$ cat src/htq_pkg.sv
// Shared types, constants and the entry ordering function for the heap timer queue.
// Depends on nothing; used by htq_cell, heap_timer_queue_core and the testbench.
`timescale 1ns / 1ps
package htq_pkg;

    localparam int DEF_CAPACITY = 64;
    localparam int MAX_FIRE     = 64;
    localparam int DL_W         = 48;
    localparam int ID_W         = 31;
    localparam int DUR_W        = 32;
    localparam int FC_W         = 7;

    // Operation codes of an input item
    localparam logic [1:0] FUNC_START  = 2'd0;
    localparam logic [1:0] FUNC_CANCEL = 2'd1;
    localparam logic [1:0] FUNC_UPDATE = 2'd2;

    // Result status codes
    localparam logic [1:0] ST_OK        = 2'd0;
    localparam logic [1:0] ST_NOT_FOUND = 2'd1;
    localparam logic [1:0] ST_FULL      = 2'd2;
    localparam logic [1:0] ST_NONE      = 2'd3;

    // Cell operations
    localparam logic [1:0] OP_HOLD    = 2'd0;
    localparam logic [1:0] OP_INSERT  = 2'd1;
    localparam logic [1:0] OP_SHL_ALL = 2'd2;
    localparam logic [1:0] OP_SHL_HIT = 2'd3;

    typedef struct packed {
        logic [1:0]       func;
        logic [DL_W-1:0]  now_ms;
        logic [DUR_W-1:0] duration_ms;
        logic [ID_W-1:0]  cancel_id;
    } t_item;

    typedef struct packed {
        logic [1:0]      status;
        logic [ID_W-1:0] tmr_id;
        logic            is_last;
        logic [FC_W-1:0] fired_count;
    } t_result;

    typedef struct packed {
        logic [DL_W-1:0] dl;
        logic [ID_W-1:0] id;
    } t_entry;

    // Broadcast from the sequencer to every cell
    typedef struct packed {
        logic [1:0] op;
        t_entry     ent;
    } t_cell_ctl;

    // Earlier deadline first; on a tie the larger id first
    function automatic logic sorts_before(input t_entry a, input t_entry b);
        if (a.dl == b.dl) begin
            return a.id > b.id;
        end
        return a.dl < b.dl;
    endfunction

endpackage

$ cat src/htq_cell.sv
// One slot of the sorted timer chain: holds an entry and trades it with its neighbors.
// Depends on htq_pkg.
`timescale 1ns / 1ps
module htq_cell (
    input  logic              i_clk,
    input  logic              i_rst_n,
    input  htq_pkg::t_cell_ctl i_ctl,
    input  htq_pkg::t_entry   i_left,
    input  logic              i_left_vld,
    input  logic              i_left_lt,
    input  htq_pkg::t_entry   i_right,
    input  logic              i_right_vld,
    input  logic              i_hit_in,
    output htq_pkg::t_entry   o_entry,
    output logic              o_vld,
    output logic              o_lt,
    output logic              o_hit
);
    import htq_pkg::*;

    t_entry r_entry, n_entry;
    logic   r_vld, n_vld;
    logic   lt, hit;

    // New entry goes before this slot, or this slot is empty
    assign lt  = !r_vld || sorts_before(i_ctl.ent, r_entry);
    // A match at or before this slot
    assign hit = i_hit_in || (r_vld && (r_entry.id == i_ctl.ent.id));

    always_comb begin
        n_entry = r_entry;
        n_vld   = r_vld;
        case (i_ctl.op)
            OP_INSERT: begin
                if (lt) begin
                    if (i_left_lt) begin
                        n_entry = i_left;
                        n_vld   = i_left_vld;
                    end else begin
                        n_entry = i_ctl.ent;
                        n_vld   = 1'b1;
                    end
                end
            end
            OP_SHL_ALL: begin
                n_entry = i_right;
                n_vld   = i_right_vld;
            end
            OP_SHL_HIT: begin
                if (hit) begin
                    n_entry = i_right;
                    n_vld   = i_right_vld;
                end
            end
            default: begin
            end
        endcase
    end

    always_ff @(posedge i_clk) begin
        r_entry <= n_entry;
        if (!i_rst_n) begin
            r_vld <= 1'b0;
        end else begin
            r_vld <= n_vld;
        end
    end

    assign o_entry = r_entry;
    assign o_vld   = r_vld;
    assign o_lt    = lt;
    assign o_hit   = hit;

endmodule

$ cat config.mk
export PLATFORM = sky130hd
export DESIGN_NAME = htq_cell
export DESIGN_NICKNAME = d
export VERILOG_FILES = /design/src/htq_pkg.sv /design/src/htq_cell.sv
export SDC_FILE = /design/constraint.sdc
export NUM_CORES = 1
export LEC_CHECK = 0
export ABC_AREA = 1
export ABC_CLOCK_PERIOD_IN_PS = 5700
export BUFFER_PORTS_ARGS = -buffer_cell sky130_fd_sc_hd__buf_2
export CORE_AREA = 2 2 126 128
export DETAILED_ROUTE_END_ITERATION = 7
export DIE_AREA = 0 0 128 130
export PLACE_DENSITY_LB_ADDON = 0.2
export SYNTH_ARGS = -nofsm -noshare
export SYNTH_HDL_FRONTEND = slang
export SYNTH_SLANG_ARGS = --single-unit
$ cat constraint.sdc
create_clock -name i_clk -period 5.7 [get_ports i_clk]
set_clock_uncertainty 0.05 [all_clocks]
set_input_delay 0.855 -clock i_clk [delete_from_list [all_inputs] [get_ports i_clk]]
set_output_delay 0.855 -clock i_clk [all_outputs]
set_load 0.1 [all_outputs]
* Word level (Yosys, flattened, before mapping)
Index checks and enable logic that the tools add are counted.
Cells by class: equal/unequal tests 7, mux-type cells 11, magnitude comparators 2, reductions and logical operators 6
Operators by type and width (number):
- $mux 79 | 3
- $pmux 79 s3 | 1
- $eq 48x48->1 | 1
- $lt 48x48->1 | 1
- $eq 31x31->1 | 1
- $gt 31x31->1 | 1
- $mux 1 | 6
- $eq 2x2->1 const B | 2
- $ne 2x2->1 const B | 2
- $pmux 1 s3 | 1
- $reduce_and 3->1 | 1
- $reduce_bool 3->1 | 1
- $eq 2x1->1 const B | 1
- $logic_or 1x1->1 | 2
- $logic_and 1x1->1 | 1
- $logic_not 1->1 | 1
Word-level totals: bits of input ports 245, output and inout bits 82, logic and storage cells 29, bits in registers 80

* Longest topological paths before layout
depth in word-level cells 6, mapped depth 17, gate-level depth less buffers 17

* Worst setup path before layout
OpenSTA, ideal clock, no wires.
path type register to register, from register r_entry, in the netlist o_entry[30], to register r_entry, in the netlist o_entry[0], enable pin, path slack 815 ps, stages on the path, launching flop included 14, setup time 433 ps, clock period less this slack 4885 ps, data required time 5217 ps, path buffers 0, arrival 4402 ps, path through edfxtp_1 > inv_1 > ha_1 > nand2_2 > nor2_4 > nand2_2 > nor2_4 > nand2_2 > nor2_2 > a21o_1 > nand2_1 > o21ai_2 > nand2_1 > inv_1
On the way: elaborated cells on any way between the ends 10, classes of those cells order compare: 1; eq/ne: 3; mux: 2; reduce/logical: 4
RTL lines:
- start: declaration | line htq_cell.sv:21 | t_entry r_entry, n_entry;
- start signal: assignment | line htq_cell.sv:61 | r_entry <= n_entry;
- $eq 31x31->1 | line htq_cell.sv:28 | assign hit = i_hit_in || (r_vld && (r_entry.id == i_ctl.ent.id));
- $logic_and 1x1->1 | line htq_cell.sv:28
- $logic_or 1x1->1 | line htq_cell.sv:28
- net o_hit | line htq_cell.sv:17 | output logic o_hit
- $ne 2x2->1 (no line)
- $reduce_and 3->1 (no line)
The timed path passes the listed nets, and every way through them passes these cells. The select of a mux whose other input is x is not followed. A chain may end at the register's enable or synchronous reset.

* Worst setup path in the final report
from input port i_ctl[78] (netlist name), to output port o_lt
On the way: word-level cells in the longest chain between the ends 4, elaborated cells on any way between the ends 5, classes of those cells order compare: 1; eq/ne: 1; mux: 2; reduce/logical: 1
Ends and longest elaborated chain:
- start: declaration | line htq_cell.sv:7 | input htq_pkg::t_cell_ctl i_ctl,
- branches (longest 2 deep; another with $lt 48x48->1)
- $mux 1 (*) | line htq_pkg.sv:60 | return a.dl < b.dl;
- $logic_or 1x1->1 (*) | line htq_cell.sv:26 | assign lt = !r_vld || sorts_before(i_ctl.ent, r_entry);
- end: declaration | line htq_cell.sv:16 | output logic o_lt,
Every way passes the cells marked *.

==> impl_metrics.tcl <==
set metrics [dict create \
    run_status "complete, no violations" \
    arrival_ns 2.60 \
    grt_usage_pct 22.6 \
    post_cts_buffers 0 \
    ys_seq_elements 80 \
    antenna_cells 0 \
    setup_violations 0 \
    synth_fa_ha_area_share_pct 16.3 \
    start_util_pct 40.8 \
    min_delay_path_depth 2 \
    crit_fanout 2 \
    syn-num-nets 1158 \
    die_h_um 130 \
    die_area_mm2 0.0166 \
    p_clk_share_pct 23.8 \
    drtPass1Iterations 4 \
    crit_required_ns 4.80 \
    cts_tree "yes" \
    multi_input_area_mm2 0.00334 \
    hold_start "o_vld" \
    postCtsHoldBufs 0 \
    synth_area_leader_cell "edfxtp_1" \
    final_core_util_pct 54.3 \
    hold_viol 0 \
    synth_cells 831 \
    p_int_mw 1.32 \
    core-area_mm2 0.0154 \
    finalPower_mw 2.38 \
    reg2reg_to "o_entry[10]" \
    synthXorXnorAreaFrac_pct 0 \
    synth.distinct_cells 28 \
    synth_top_area_share_pct 37.7 \
    finalCritPeriodShare_pct 61.4 \
    worstMarginPinSlew_ns 0.884 \
    worstSetupStartpoint "i_ctl[78]" \
    synth_top_family_by_area "simple AND/OR/NAND/NOR gates" \
    dp_cells 1321 \
    synth_compound_gate_area_share_pct 11.7 \
    ys_warn_count 0 \
    num_io_pins 327 \
    switching_share_pct 44.6 \
    pwr-share-comb_pct 43.7 \
    grt_setup_unrepaired "no" \
    io_buffers 326 \
    drtIter0Drc 261 \
    synth_area_leaders "edfxtp_1, ha_1, nand2_1" \
    power_density_mw_per_mm2 285 \
    regToRegStartpoint "o_entry[78]" \
    drt_wl_total_um 19100 \
    num_rows 46 \
    grt_max_degree 81 \
    ff_latch_area_mm2 0.00239 \
    synth-seq-area-share_pct 38.0 \
    clk_latency_ns 0.35 \
    first_global_vias 5985 \
    fin_cells 1337 \
    cts_buffers 9 \
    start_kind "input pin" \
    syn_area_mm2 0.00630 \
    cts.htree.levels 3 \
    synth_mux_area_share_pct 0 \
    antenna_found_initial 0 \
    min_period_ns 3.50 \
    drc_errors 0 \
    peakVddDrop_mv 0.137 \
    grt-ovfl-total 0 \
    clkSinkCount 80 \
    max_freq_ghz 0.286 \
    wl_per_cell_um 14.3 \
    dp_slack_ns 2.17 \
    hold_path.class "reg -> reg" \
    nets 1467 \
    r2r_cells 15 \
    synth.avg_cell_area_um2 7.58 \
    seqPwrFrac_pct 32.5 \
    synth-simple-area-share_pct 24.9 \
    drtAntennaViolNets 0 \
    clockBufferDepth 2 \
    dp_hpwl_um 15200 \
    vias 6486 \
    clockRootBuffer "clkbuf_16" \
    via_per_inst 4.85 \
    min_to "o_vld" \
    relSlewSlack_pct 40.9 \
    area_growth_pct 32.9 \
    layout_setup_ws_ns 2.20 \
    p_sw_mw 1.06 \
    post_cts_resized 0 \
    endpoint_kind "output port" \
    worstSetupPathType "in -> out" \
    grt_pass1_wl_um 28900 \
    clkTransAtPathRegs_ns 0.06 \
    reg2reg_slack_ns 2.79 \
    slew_violations 0 \
    fillCellCount 1548 \
    drive_gt1_share_pct 31.6 \
    gp_congestion 0.827 \
    setup_tns_ns 0 \
    fp.dieW_um 128 \
    leakagePower_nw 4.51 \
    drv_cap 0 \
]
==> worst max-delay path by stage <==
stage | endpoint | slack [ns] | depth (start not counted)
floorplan | o_entry[0] | 0.82 | 13
global placement | o_lt | 2.20 | 13
detailed placement | o_entry[10] | 2.17 | 15
CTS | o_lt | 2.18 | 13
global route | o_lt | 2.03 | 13
finish | o_lt | 2.20 | 13
==> cells by family (layout without fill, tap and decap cells) <==
| family | Yosys count | in the layout |
|---|---|---|
| buffers and inverters | 148 | 462 |
| AND/OR/NAND/NOR | 397 | 397 |
| AO/OA/AOI/OAI | 124 | 124 |
| adder cells (fa/ha/maj) | 82 | 82 |
| flip-flops | 80 | 80 |
==> worst max-delay path, stage by stage <==
cell	delay, ns
buf_2	0.11
ha_1	0.28
nand2_1	0.08
nor2_2	0.12
nand2_1	0.11
nor2_2	0.16
nand2_1	0.11
clkinv_1	0.07
nand2_1	0.04
nor2_1	0.08
nand2_1	0.07
nand3_1	0.07
buf_2	0.44
==> Yosys cell counts (all sizes together) <==
master / instances
clkbuf: 18
nor3: 1
clkinv: 1
edfxtp: 79
a31oi: 79
a21oi: 30
nor2: 111
o21a: 1
nand3b: 1
nand2: 273
ha: 82
o21ai: 9
a21boi: 1
dfxtp: 1
inv: 113
a21o: 4
nand4: 2
buf: 16
nand3: 9
==> state kept, by name (all words and copies together), names as in the netlist <==
signal and cells:
o_entry 79, o_vld 1
==> cells in the final DEF, fill, tap and decap left out, drive strengths merged <==
cell / netlist / routed
a21boi: 1 / 1
nor2: 111 / 111
o21a: 1 / 1
nand2: 273 / 273
dfxtp: 1 / 1
buf: 16 / 332
nand3b: 1 / 1
a21oi: 30 / 30
bufinv: 0 / 1
nor3: 1 / 1
a21o: 4 / 4
edfxtp: 79 / 79
o21ai: 9 / 9
nand4: 2 / 2
a31oi: 79 / 79
inv: 113 / 112
clkbuf: 18 / 10
nand3: 9 / 9
clkinv: 1 / 7
ha: 82 / 82
==> layer usage <==
layer	global-route usage, %	up-vias	wire length (um)
met1	25.6	2856	7990
li1	-	3358	-
met2	41.6	237	9340
met4	9.50	0	503
met3	4.47	35	1250
met5	0	-	0
==> area by class of cell <==
type                       instances  share of cell area (%)
multi-input combinational        603                    39.9
sequential                        80                    28.6
tap                              192                    2.87
timing repair buffer             332                    20.2
clock buffer                      10                    2.74
inverter                         114                    5.13
clock inverter                     6                   0.598
==> per-stage QoR <==
stage | hold slack (ns) | cell area, um2
3_3_place_gp | 0.494 | 8090
4_1_cts | 0.525 | 8370
2_1_floorplan | 0.926 | 6300
5_1_grt | 0.584 | 8370
6_report | 0.529 | 8370
3_5_place_dp | 0.512 | 8090
==> power groups by stage <==
stage               clock [mW]  combinational, mW  sequential (mW)
detailed placement           0               1.05            0.787
global route             0.598               1.13            0.782
floorplan                    0              0.319             1.26
CTS                      0.579               1.05            0.775
global placement             0               1.04            0.783
finish                   0.567               1.04            0.774
Power figures use the tool's default switching activity.
